[src/vci_pkg.sv]
// shared constants and types of the voltage to charge interpolator
package vci_pkg;

    localparam int TABLE_POINTS_DEF = 11;
    localparam int IDX_W            = 4;
    localparam int VOLT_W           = 16;
    localparam int PCT_W            = 7;
    localparam int QUOT_W           = 4;
    localparam int NUM_W            = VOLT_W + QUOT_W;

    localparam logic             REQ_LOAD     = 1'b0;
    localparam logic             REQ_ESTIMATE = 1'b1;
    localparam logic [PCT_W-1:0] PERCENT_ZERO = 7'd0;
    localparam logic [PCT_W-1:0] PERCENT_FULL = 7'd100;

    typedef logic [VOLT_W-1:0] t_volt;
    typedef logic [PCT_W-1:0]  t_pct;
    typedef logic [QUOT_W-1:0] t_quot;

    typedef struct packed {
        logic  done;
        t_quot quot;
    } t_div_rsp;

endpackage

[src/vci_req_if.sv]
// request channel: table load or charge estimate
interface vci_req_if;
    logic                            valid;
    logic                            ready;
    logic                            req_type;
    logic [vci_pkg::IDX_W-1:0]       point_index;
    logic [vci_pkg::VOLT_W-1:0]      point_voltage;
    logic [vci_pkg::VOLT_W-1:0]      cell_voltage;

    modport source (
        output valid, req_type, point_index, point_voltage, cell_voltage,
        input  ready
    );
    modport sink (
        input  valid, req_type, point_index, point_voltage, cell_voltage,
        output ready
    );
endinterface

[src/vci_rsp_if.sv]
// response channel: charge percentage
interface vci_rsp_if;
    logic                       valid;
    logic                       ready;
    logic [vci_pkg::PCT_W-1:0]  charge_percent;

    modport source (
        output valid, charge_percent,
        input  ready
    );
    modport sink (
        input  valid, charge_percent,
        output ready
    );
endinterface

[src/vci_table.sv]
// table of voltage points with one write port and a registered read port
module vci_table #(
    parameter int TABLE_POINTS = vci_pkg::TABLE_POINTS_DEF,
    parameter int AW           = $clog2(TABLE_POINTS)
) (
    input  logic                       i_clk,
    input  logic                       i_wr_en,
    input  logic [AW-1:0]              i_wr_idx,
    input  logic [vci_pkg::VOLT_W-1:0] i_wr_data,
    input  logic [AW-1:0]              i_rd_idx,
    output logic [vci_pkg::VOLT_W-1:0] o_rd_data
);
    import vci_pkg::*;

    t_volt r_mem [TABLE_POINTS];
    t_volt r_rd_data;

    always_ff @(posedge i_clk) begin
        if (i_wr_en) begin
            r_mem[i_wr_idx] <= i_wr_data;
        end
        r_rd_data <= r_mem[i_rd_idx];
    end

    assign o_rd_data = r_rd_data;

endmodule

[src/vci_div.sv]
// bit-serial restoring divider, one quotient bit per cycle
module vci_div (
    input  logic                       i_clk,
    input  logic                       i_rst_n,
    input  logic                       i_start,
    input  logic [vci_pkg::VOLT_W-1:0] i_diff,
    input  logic [vci_pkg::VOLT_W-1:0] i_den,
    output vci_pkg::t_div_rsp          o_rsp
);
    import vci_pkg::*;

    logic [NUM_W-1:0]          r_rem;
    logic [NUM_W-1:0]          n_rem;
    logic [NUM_W-1:0]          r_dsr;
    logic [NUM_W-1:0]          n_dsr;
    t_quot                     r_quot;
    t_quot                     n_quot;
    logic [$clog2(QUOT_W)-1:0] r_cnt;
    logic [$clog2(QUOT_W)-1:0] n_cnt;
    logic                      r_busy;
    logic                      n_busy;
    logic                      r_done;
    logic                      n_done;
    logic                      fits;

    assign fits = (r_rem >= r_dsr);

    always_comb begin
        n_rem  = r_rem;
        n_dsr  = r_dsr;
        n_quot = r_quot;
        n_cnt  = r_cnt;
        n_busy = r_busy;
        n_done = 1'b0;
        if (i_start) begin
            // numerator is ten times the difference
            n_rem  = {{QUOT_W{1'b0}}, i_diff} << 3;
            n_rem  = n_rem + ({{QUOT_W{1'b0}}, i_diff} << 1);
            n_dsr  = {{QUOT_W{1'b0}}, i_den} << (QUOT_W - 1);
            n_quot = '0;
            n_cnt  = '1;
            n_busy = 1'b1;
        end else if (r_busy) begin
            if (fits) begin
                n_rem = r_rem - r_dsr;
            end
            n_quot = {r_quot[QUOT_W-2:0], fits};
            n_dsr  = r_dsr >> 1;
            n_cnt  = r_cnt - 1'b1;
            if (r_cnt == '0) begin
                n_busy = 1'b0;
                n_done = 1'b1;
            end
        end
    end

    always_ff @(posedge i_clk) begin
        if (!i_rst_n) begin
            r_busy <= 1'b0;
            r_done <= 1'b0;
            r_cnt  <= '0;
        end else begin
            r_busy <= n_busy;
            r_done <= n_done;
            r_cnt  <= n_cnt;
        end
        r_rem  <= n_rem;
        r_dsr  <= n_dsr;
        r_quot <= n_quot;
    end

    assign o_rsp.done = r_done;
    assign o_rsp.quot = r_quot;

endmodule

[src/voltage_to_charge_interpolator.sv]
// voltage to charge interpolator: table scan, serial division, output register
// load transfer: written in the transfer cycle if the index is in the table, no result, ready again at once
// estimate transfer: table scan one point per cycle, then serial divide for a hit above point 0
// estimate result: 0 at or below point 0, 100 above the last point, else interpolated between two points
// one estimate in flight at a time; a waiting result does not block the next transfer
// reset: synchronous active low, clears control and output valid; table undefined until loaded
module voltage_to_charge_interpolator #(
    parameter int TABLE_POINTS = vci_pkg::TABLE_POINTS_DEF
) (
    input  logic      i_clk,
    input  logic      i_rst_n,
    vci_req_if.sink   i_req,
    vci_rsp_if.source o_rsp
);
    import vci_pkg::*;

    localparam int AW = $clog2(TABLE_POINTS);
    localparam logic [AW-1:0] LAST_IDX = AW'(TABLE_POINTS - 1);

    localparam logic [1:0] S_IDLE = 2'd0;
    localparam logic [1:0] S_SCAN = 2'd1;
    localparam logic [1:0] S_DIV  = 2'd2;
    localparam logic [1:0] S_FIN  = 2'd3;

    logic [1:0]    r_state;
    logic [1:0]    n_state;
    logic          r_iss;
    logic          n_iss;
    logic [AW-1:0] r_scan_addr;
    logic [AW-1:0] n_scan_addr;
    logic          r_cmp_vld;
    logic          n_cmp_vld;
    logic [AW-1:0] r_cmp_idx;
    logic [AW-1:0] n_cmp_idx;
    t_volt         r_volt;
    t_volt         n_volt;
    t_volt         r_prev;
    t_volt         n_prev;
    t_volt         r_diff;
    t_volt         n_diff;
    t_volt         r_den;
    t_volt         n_den;
    t_pct          r_base;
    t_pct          n_base;
    t_pct          r_res;
    t_pct          n_res;
    logic          r_div_go;
    logic          n_div_go;
    logic          r_out_valid;
    logic          n_out_valid;
    t_pct          r_out_pct;
    t_pct          n_out_pct;

    logic          req_xfer;
    logic          wr_en;
    t_volt         rd_data;
    t_div_rsp      div_rsp;
    t_pct          idx_lo;

    assign req_xfer = i_req.valid && i_req.ready;
    assign wr_en    = req_xfer && (i_req.req_type == REQ_LOAD)
                   && ({1'b0, i_req.point_index} < 5'(TABLE_POINTS));
    assign idx_lo   = PCT_W'(r_cmp_idx - 1'b1);

    vci_table #(
        .TABLE_POINTS (TABLE_POINTS),
        .AW           (AW)
    ) u_table (
        .i_clk     (i_clk),
        .i_wr_en   (wr_en),
        .i_wr_idx  (i_req.point_index[AW-1:0]),
        .i_wr_data (i_req.point_voltage),
        .i_rd_idx  (r_scan_addr),
        .o_rd_data (rd_data)
    );

    vci_div u_div (
        .i_clk   (i_clk),
        .i_rst_n (i_rst_n),
        .i_start (r_div_go),
        .i_diff  (r_diff),
        .i_den   (r_den),
        .o_rsp   (div_rsp)
    );

    always_comb begin
        n_state     = r_state;
        n_iss       = 1'b0;
        n_scan_addr = r_scan_addr;
        n_cmp_vld   = 1'b0;
        n_cmp_idx   = r_scan_addr;
        n_volt      = r_volt;
        n_prev      = r_prev;
        n_diff      = r_diff;
        n_den       = r_den;
        n_base      = r_base;
        n_res       = r_res;
        n_div_go    = 1'b0;
        n_out_valid = r_out_valid && !o_rsp.ready;
        n_out_pct   = r_out_pct;
        unique case (r_state)
            S_IDLE: begin
                if (req_xfer && (i_req.req_type == REQ_ESTIMATE)) begin
                    n_volt      = i_req.cell_voltage;
                    n_scan_addr = '0;
                    n_iss       = 1'b1;
                    n_state     = S_SCAN;
                end
            end
            S_SCAN: begin
                n_iss     = r_iss && (r_scan_addr != LAST_IDX);
                n_cmp_vld = r_iss;
                if (r_iss) begin
                    n_scan_addr = r_scan_addr + 1'b1;
                end
                if (r_cmp_vld) begin
                    if (r_volt <= rd_data) begin
                        n_iss     = 1'b0;
                        n_cmp_vld = 1'b0;
                        if (r_cmp_idx == '0) begin
                            n_res   = PERCENT_ZERO;
                            n_state = S_FIN;
                        end else begin
                            n_diff   = r_volt - r_prev;
                            n_den    = rd_data - r_prev;
                            n_base   = (idx_lo << 3) + (idx_lo << 1);
                            n_div_go = 1'b1;
                            n_state  = S_DIV;
                        end
                    end else begin
                        n_prev = rd_data;
                        if (r_cmp_idx == LAST_IDX) begin
                            n_res   = PERCENT_FULL;
                            n_state = S_FIN;
                        end
                    end
                end
            end
            S_DIV: begin
                if (div_rsp.done) begin
                    n_res   = r_base + PCT_W'(div_rsp.quot);
                    n_state = S_FIN;
                end
            end
            S_FIN: begin
                if (!r_out_valid || o_rsp.ready) begin
                    n_out_pct   = r_res;
                    n_out_valid = 1'b1;
                    n_state     = S_IDLE;
                end
            end
            default: begin
                n_state = S_IDLE;
            end
        endcase
    end

    always_ff @(posedge i_clk) begin
        if (!i_rst_n) begin
            r_state     <= S_IDLE;
            r_iss       <= 1'b0;
            r_cmp_vld   <= 1'b0;
            r_div_go    <= 1'b0;
            r_out_valid <= 1'b0;
            r_scan_addr <= '0;
        end else begin
            r_state     <= n_state;
            r_iss       <= n_iss;
            r_cmp_vld   <= n_cmp_vld;
            r_div_go    <= n_div_go;
            r_out_valid <= n_out_valid;
            r_scan_addr <= n_scan_addr;
        end
        r_cmp_idx <= n_cmp_idx;
        r_volt    <= n_volt;
        r_prev    <= n_prev;
        r_diff    <= n_diff;
        r_den     <= n_den;
        r_base    <= n_base;
        r_res     <= n_res;
        r_out_pct <= n_out_pct;
    end

    assign i_req.ready          = (r_state == S_IDLE);
    assign o_rsp.valid          = r_out_valid;
    assign o_rsp.charge_percent = r_out_pct;

endmodule

[src/flat_wrapper.sv]
// flat-port wrapper written by rule: the top's interface ports become plain ports
module voltage_to_charge_interpolator_flat import vci_pkg::*;
#(
    parameter int TABLE_POINTS = vci_pkg::TABLE_POINTS_DEF
)
  (i_clk, i_rst_n, i_req_valid, i_req_req_type, i_req_point_index, i_req_point_voltage, i_req_cell_voltage, i_req_ready, o_rsp_valid, o_rsp_charge_percent, o_rsp_ready);
  vci_req_if i_req_i ();
  vci_rsp_if o_rsp_i ();
  input  logic i_clk;
  input  logic i_rst_n;
  input wire logic [$bits(i_req_i.valid)-1:0] i_req_valid;
  input wire logic [$bits(i_req_i.req_type)-1:0] i_req_req_type;
  input wire logic [$bits(i_req_i.point_index)-1:0] i_req_point_index;
  input wire logic [$bits(i_req_i.point_voltage)-1:0] i_req_point_voltage;
  input wire logic [$bits(i_req_i.cell_voltage)-1:0] i_req_cell_voltage;
  output wire logic [$bits(i_req_i.ready)-1:0] i_req_ready;
  output wire logic [$bits(o_rsp_i.valid)-1:0] o_rsp_valid;
  output wire logic [$bits(o_rsp_i.charge_percent)-1:0] o_rsp_charge_percent;
  input wire logic [$bits(o_rsp_i.ready)-1:0] o_rsp_ready;
  assign i_req_i.valid = i_req_valid;
  assign i_req_i.req_type = i_req_req_type;
  assign i_req_i.point_index = i_req_point_index;
  assign i_req_i.point_voltage = i_req_point_voltage;
  assign i_req_i.cell_voltage = i_req_cell_voltage;
  assign i_req_ready = i_req_i.ready;
  assign o_rsp_valid = o_rsp_i.valid;
  assign o_rsp_charge_percent = o_rsp_i.charge_percent;
  assign o_rsp_i.ready = o_rsp_ready;
  voltage_to_charge_interpolator #(.TABLE_POINTS(TABLE_POINTS)) u_core (.i_clk(i_clk), .i_rst_n(i_rst_n), .i_req(i_req_i), .o_rsp(o_rsp_i));
endmodule
[config.mk]
export PLATFORM = sky130hd
export DESIGN_NAME = voltage_to_charge_interpolator_flat
export DESIGN_NICKNAME = d
export VERILOG_FILES = /design/src/vci_pkg.sv /design/src/vci_req_if.sv /design/src/vci_rsp_if.sv /design/src/vci_table.sv /design/src/vci_div.sv /design/src/voltage_to_charge_interpolator.sv /design/src/flat_wrapper.sv
export SDC_FILE = /design/constraint.sdc
export NUM_CORES = 1
export LEC_CHECK = 0
export ABC_AREA = 1
export BUFFER_PORTS_ARGS = -buffer_cell sky130_fd_sc_hd__buf_2
export CAP_MARGIN = 20
export CELL_PAD_IN_SITES_DETAIL_PLACEMENT = 1
export CELL_PAD_IN_SITES_GLOBAL_PLACEMENT = 1
export CORE_ASPECT_RATIO = 0.5
export CORE_MARGIN = 8
export CORE_UTILIZATION = 50
export DETAILED_ROUTE_END_ITERATION = 10
export PLACE_DENSITY = 0.8
export SLEW_MARGIN = 20
export SYNTH_ARGS = -nofsm -noshare
export SYNTH_HDL_FRONTEND = slang
export SYNTH_SLANG_ARGS = --single-unit
[constraint.sdc]
create_clock -name i_clk -period 4.2 [get_ports i_clk]
set_input_delay 0.42 -clock i_clk [delete_from_list [all_inputs] [get_ports i_clk]]
set_output_delay 0.42 -clock i_clk [all_outputs]
set_load 0.01 [all_outputs]
==> results of run 1 <==
cell families after synthesis:
family	count (synthesis)	share of synthesized area
XOR/XNOR	42	0.0226
AND/OR/NAND/NOR	501	0.129
adder cells (fa/ha/maj)	100	0.0795
flip-flops	337	0.595
AO/OA/AOI/OAI	355	0.124
buffers and inverters	209	0.0500
final timing paths:
kind | start | endpoint | slack, ps | cells past startpoint
worst max register to register | u_core.u_table.o_rd_data[3]$_DFF_P_ | u_core.r_diff[3]$_DFFE_PP_ | 1260 | 13
worst max-delay path | u_core.u_table.o_rd_data[3]$_DFF_P_ | u_core.r_diff[3]$_DFFE_PP_ | 1260 | 13
worst min-delay path | i_req_cell_voltage[6] | u_core.r_volt[6]$_DFFE_PP_ | 20 | 1
worst min register to register | u_core.r_res[0]$_SDFFCE_PN0P_ | u_core.o_rsp.charge_percent[0]$_DFFE_PP_ | 420 | 0
worst reg2reg max path, delay by kind of cell (launching register included):
kind | cells | cell delay (ps)
and+or+nand+nor | 10 | 1640
DFF | 1 | 390
adders and majority gates | 1 | 330
buffers and inverters | 2 | 130
layer usage:
| layer | vias up | wire, um |
|---|---|---|
| met4 | 2 | 1270 |
| met5 | - | 13 |
| li1 | 5568 | - |
| met3 | 92 | 1550 |
| met1 | 5951 | 19600 |
| met2 | 263 | 22400 |
power by group through the flow:
stage / clock network [W] / registers, W / logic (W)
4_1_cts: 0.00273 / 0.00404 / 0.00240
3_5_place_dp: 0 / 0.00411 / 0.00236
6_report: 0.00269 / 0.00404 / 0.00241
5_1_grt: 0.00285 / 0.00406 / 0.00266
2_1_floorplan: 0 / 0.00407 / 0.00160
3_3_place_gp: 0 / 0.00409 / 0.00217
synthesized netlist by cell type, types with 21 or more instances:
cell / count
sky130_fd_sc_hd__edfxtp_1: 296
sky130_fd_sc_hd__nand2_1: 241
sky130_fd_sc_hd__inv_1: 161
sky130_fd_sc_hd__o21ai_0: 160
sky130_fd_sc_hd__nor2_1: 146
sky130_fd_sc_hd__ha_1: 94
sky130_fd_sc_hd__a21oi_1: 93
sky130_fd_sc_hd__nand3_1: 66
sky130_fd_sc_hd__dfxtp_1: 41
sky130_fd_sc_hd__xor2_1: 30
sky130_fd_sc_hd__o22ai_1: 22
sky130_fd_sc_hd__buf_2: 21
area by class of cell:
class                           instances  area [sq um]
Tap cell                              432           541
Timing Repair Buffer                   74           458
Sequential cell                       337          9710
Clock buffer                           39           795
Clock inverter                         16           148
Antenna cell                            1          2.50
Multi-Input combinational cell        998          5790
Fill cell                            3460         13800
Inverter                              167           627
sequential cells by signal, summed over array words and instances, names as in the netlist, 2 cells and up:
register,flops
u_core.u_table.r_mem,176
u_core.u_div.r_cnt,2
u_core.n_cmp_idx,4
u_core.u_div.r_quot,4
u_core.r_diff,16
u_core.u_table.o_rd_data,16
u_core.r_state,2
u_core.r_volt,16
u_core.r_cmp_idx,4
u_core.u_div.r_rem,20
u_core.r_den,16
u_core.r_res,7
u_core.r_base,6
u_core.o_rsp.charge_percent,7
u_core.r_prev,16
u_core.u_div.r_dsr,19
through the flow:
stage	power (W)	cells	worst slack, ps
after floorplan	0.00567	1544	828
after global placement	0.00625	2003	1560
after detailed placement	0.00647	2003	1350
after CTS	0.00917	2062	1280
after global routing	0.00956	2064	1090
final	0.00915	2064	1260
==> results_dict.tcl, run 1 <==
set metrics [dict create \
    fin_nets 1749 \
    use_met3 0.0275 \
    most_common_library_cell_in_the_layout_ignoring_fill_and_taps "sky130_fd_sc_hd__edfxtp_1" \
    post-synth-top-area-cell "sky130_fd_sc_hd__edfxtp_1" \
    post_synth.cell_area_avg_sq_um 10.6 \
    rsz_0062_raised_after_global_routing "false" \
    utilization 0.567 \
    place_congestion 0.897 \
    yosysSeqAreaShare 0.595 \
    critical-path-slowest-cell "sky130_fd_sc_hd__nor2_4" \
    synth.top_cell.area_share 0.545 \
    core_area_sq_mm 0.0319 \
    worst_setup_hold_path_clk_slew_ps 70 \
    floorplan.rows 46 \
    ir_worst_vdd_v 0.000360 \
    place.port_buffers 49 \
    residual_overflow_from_global_routing 0 \
    cts_htree_levels 1 \
    postSynthNetCount 1685 \
    powerDensity_mw_per_mm2 506 \
    final_number_of_hold_violating_endpoints 0 \
    worst_hold_slack_ps 18.8 \
    grt-busiest-layer "met2" \
    timing_max_transition_violations_final 0 \
    critical_path_data_arrival_time_ps 3120 \
    place_area_sq_mm 0.0171 \
    cts_post_setup_buffers_inserted 0 \
    synth.ff_latch_count 337 \
    post_synth_instance_area_sq_mm 0.0163 \
    cts_tree "done" \
    worstPathMaxFanout 38 \
    worstHoldPathType "in -> reg" \
    worstMarginPinSlew_ps 1000 \
    netSwitchingPower_w 0.00300 \
    via_count_of_the_first_global_routing_pass 12700 \
    p_int_w 0.00615 \
    fin_worst_skew_ps 38.4 \
    global_route_total_usage_across_every_layer 0.226 \
    slew-limit-headroom 0.330 \
    cell_by_cell_trace_of_the_critical_path "inv_1 > ha_1 > nand2_1 > inv_1 > nand2_1 > nand2_1 > nand2_1 > nand2_1 > nand2_1 > nand2_1 > nand2_1 > nand2_1 > nor2_4" \
    run_status "finished clean" \
    detail_route.wl_per_cell_um 21.7 \
    share_of_flip_flops_with_an_asynchronous_set_or_reset 0 \
    postSynthCellCount 1544 \
    yosys.cell_types.count 46 \
    grt_start_max_net_pins 85 \
    p_clk_frac 0.295 \
    cts_max_path_buffers 3 \
    comb_power_share 0.263 \
    layout.cells.most_common_list "sky130_fd_sc_hd__edfxtp_1, sky130_fd_sc_hd__nand2_1, sky130_fd_sc_hd__inv_1" \
    antenna_found_initial 2 \
    fin_area_sq_mm 0.0181 \
    die_width_um 271 \
    synth.yosys.warnings 0 \
    synth_flop_type "sky130_fd_sc_hd__edfxtp_1" \
    final.min_clock_period_ps 2940 \
    antenna_violating_nets_post_route 0 \
    power.share.sequential 0.442 \
    synth.top_cells.by_area "sky130_fd_sc_hd__edfxtp_1, sky130_fd_sc_hd__ha_1, sky130_fd_sc_hd__nand2_1" \
    drtPass1Iterations 5 \
    critical_path_buffers_and_inverters 2 \
    startpoint_type "flip-flop" \
    remaining_design_rule_violation_count 0 \
    post_cts_resize_count 0 \
    pin_count 50 \
    finalSetupTns_ps 0 \
    cellLeakagePower_nw 7.12 \
    globalRouteMet1Util 0.279 \
    timing_limited_maximum_frequency_mhz 340 \
    first_iter_violations 970 \
    via_count 11900 \
    critical_path.max_stage_delay_ps 780 \
    floorplan.die_area_sq_mm 0.0390 \
    clockRootBuffer "sky130_fd_sc_hd__clkbuf_16" \
    initial_utilization 0.512 \
    drv_cap 0 \
    worst_path_dominant_cell_family "simple AND/OR/NAND/NOR gates" \
    grt.met2_usage 0.415 \
    worst-endpoint-required_ps 4380 \
    cp-end-kind "flip-flop" \
    routed_wl_um 44800 \
    dominant_cell_type_by_count_on_the_critical_path "sky130_fd_sc_hd__nand2_1" \
    number_of_enable_flip_flop_cells_after_synthesis 296 \
    sw_frac_of_total 0.328 \
    clock-sinks 337 \
    setup_viol 0 \
    die_y_um 144 \
    grt_first_pass_wirelength_um 70000 \
    layout-drive-gt1-share 0.0852 \
    synthToLayoutAreaGrowth_pct 10.8 \
    tcrit_tclk_final 0.701 \
    post_drt_via_cell_ratio 5.75 \
    cts_hold_buf 4 \
    dp.final_hpwl_um 31000 \
    criticalPathCategory "reg -> reg" \
    cts_buffers 30 \
    clock_latency_ps 590 \
]
Note: power is estimated with default switching activity, not from simulation.
==> run 2, diff against run 1 <==
- CORE_UTILIZATION: 50 -> 45
- PLACE_DENSITY: 0.8 -> 0.76
- clock period: 4.2 -> 2.7 ns (I/O delays scaled with it)
==> run 2 against run 1 <==
Net effect: clock power up 74%; final cell count up 3.9%; largest power group unchanged; critical endpoint is now u_core.r_den[10]$_DFFE_PP_; wire length shrank 1.1%.
==> results_dict.tcl, run 2 (same netlist as run 1, synthesis figures left out) <==
set metrics [dict create \
    run_status "finished clean" \
    setup_viol 0 \
    timing.reg2reg.worst_path_depth 8 \
    cts_buffers 31 \
    most_common_library_cell_in_the_layout_ignoring_fill_and_taps "sky130_fd_sc_hd__edfxtp_1" \
    netSwitchingPower_w 0.00475 \
    grt_first_pass_wirelength_um 69700 \
    post_cts_resize_count 0 \
    p_clk_frac 0.317 \
    antenna_violating_nets_post_route 0 \
    detail_route.wl_per_cell_um 20.6 \
    remaining_design_rule_violation_count 0 \
    pin_count 50 \
    drtPass1Iterations 5 \
    p_int_w 0.0100 \
    antenna_found_initial 0 \
    timing_limited_maximum_frequency_mhz 394 \
    power.share.sequential 0.426 \
    cell_by_cell_trace_of_the_critical_path "ha_1 > nand2_1 > nor3_1 > nand3_1 > nand2_1 > nand2_1 > nor2_4 > buf_12" \
    dominant_cell_type_by_count_on_the_critical_path "sky130_fd_sc_hd__nand2_1" \
    via_count_of_the_first_global_routing_pass 12900 \
    die_width_um 285 \
    first_iter_violations 778 \
    comb_power_share 0.257 \
    startpoint_type "flip-flop" \
    layout-drive-gt1-share 0.102 \
    global_route_total_usage_across_every_layer 0.203 \
    worstHoldPathType "in -> reg" \
    worstMarginPinSlew_ps 913 \
    fin_area_sq_mm 0.0186 \
    fin_worst_skew_ps 26.2 \
    clockRootBuffer "sky130_fd_sc_hd__clkbuf_16" \
    floorplan.rows 49 \
    ir_worst_vdd_v 0.000575 \
    place_congestion 0.895 \
    rsz_0062_raised_after_global_routing "false" \
    worst-endpoint-required_ps 2960 \
    utilization 0.519 \
    floorplan.die_area_sq_mm 0.0430 \
    clock-sinks 337 \
    place.port_buffers 49 \
    final.min_clock_period_ps 2540 \
    tcrit_tclk_final 0.940 \
    cts_post_setup_buffers_inserted 0 \
    cp-end-kind "flip-flop" \
    critical_path_data_arrival_time_ps 2800 \
    dp.final_hpwl_um 32100 \
    cts_tree "done" \
    largest_register_ffs 176 \
    finalSetupTns_ps 0 \
    clock_latency_ps 590 \
    timing_max_transition_violations_final 0 \
    cts_max_path_buffers 3 \
    worst_setup_hold_path_clk_slew_ps 70 \
    slew-limit-headroom 0.390 \
    largest-register "u_core.u_table.r_mem" \
    post_drt_via_cell_ratio 5.54 \
    fin_nets 1776 \
    drv_cap 0 \
    critical_path.max_stage_delay_ps 430 \
    criticalPathCategory "reg -> reg" \
    cts_hold_buf 17 \
    grt_start_max_net_pins 85 \
    die_y_um 151 \
    critical-path-slowest-cell "sky130_fd_sc_hd__nor3_1" \
    reg.largest.list "u_core.u_table.r_mem: 176 flops, u_core.u_div.r_rem: 20 flops, u_core.u_div.r_dsr: 19 flops" \
    powerDensity_mw_per_mm2 795 \
    routed_wl_um 44200 \
    final_number_of_hold_violating_endpoints 0 \
    sw_frac_of_total 0.321 \
    cellLeakagePower_nw 7.35 \
    worstPathMaxFanout 38 \
    residual_overflow_from_global_routing 0 \
    min_delay_path_depth 3 \
    cts_htree_levels 1 \
    place_area_sq_mm 0.0173 \
    synthToLayoutAreaGrowth_pct 14.0 \
    via_count 11900 \
    layout.cells.most_common_list "sky130_fd_sc_hd__edfxtp_1, sky130_fd_sc_hd__nand2_1, sky130_fd_sc_hd__inv_1" \
    initial_utilization 0.456 \
    core_area_sq_mm 0.0358 \
]
## run 2: cell count changes in the layout (fill, tap and decap cells not counted), sizes merged
| cell | change |
|---|---|
| buf | +14 |
| bufinv | -1 |
| clkinvlp | +1 |
| inv | +1 |
| dlygate4sd3 | +12 |
| clkbuf | +8 |
| clkinv | -6 |
## run 2: critical path: cells and delay by family, from the launching register on
family,cells,cell delay (ps)
adder cells (fa/ha/maj),1,320
buffers and inverters,1,210
flip-flops,1,420
AND/OR/NAND/NOR,6,1240
## run 2: layer usage
| layer | up-vias | global-route usage | routed length (um) |
|---|---|---|---|
| li1 | 5624 | - | - |
| met1 | 5916 | 0.249 | 18900 |
| met2 | 253 | 0.369 | 22300 |
| met3 | 99 | 0.0271 | 1570 |
| met4 | 0 | 0.0708 | 1550 |
| met5 | - | 0 | 0 |
## run 2: path summary, 6_finish.rpt
path	start	slack, ps	to
worst max-delay path	u_core.r_volt[15]$_DFFE_PP_	160	u_core.r_den[10]$_DFFE_PP_
worst min-delay path	i_rst_n	30	u_core.r_state[1]$_SDFFE_PN0P_
worst max register to register	u_core.r_volt[15]$_DFFE_PP_	160	u_core.r_den[10]$_DFFE_PP_
worst min register to register	u_core.r_res[1]$_SDFFCE_PN0P_	430	u_core.o_rsp.charge_percent[1]$_DFFE_PP_
## run 2: power by group through the flow
| stage | combinational [W] | sequential, W | clock, W |
|---|---|---|---|
| after floorplan | 0.00250 | 0.00633 | 0 |
| after global placement | 0.00351 | 0.00639 | 0 |
| after detailed placement | 0.00375 | 0.00641 | 0 |
| after CTS | 0.00383 | 0.00631 | 0.00475 |
| after global routing | 0.00423 | 0.00633 | 0.00493 |
| final | 0.00380 | 0.00631 | 0.00468 |
## run 2: per-stage QoR
stage	power [W]	instances	setup slack, ps	hold slack, ps
detailed placement	0.0102	2069	239	406
finish	0.0148	2145	162	28.8
floorplan	0.00883	1544	220	364
global placement	0.00990	2069	322	406
CTS	0.0149	2144	191	3.37
global route	0.0155	2144	18.8	15.5
## run 2: cell type report
class	instances	area (sq um)
antenna	1	2.50
clock buffer	47	1010
clock inverter	11	101
fill	3908	17200
inverter	167	627
multi-input combinational	998	5790
sequential	337	9710
tap	484	606
timing repair buffer	100	746
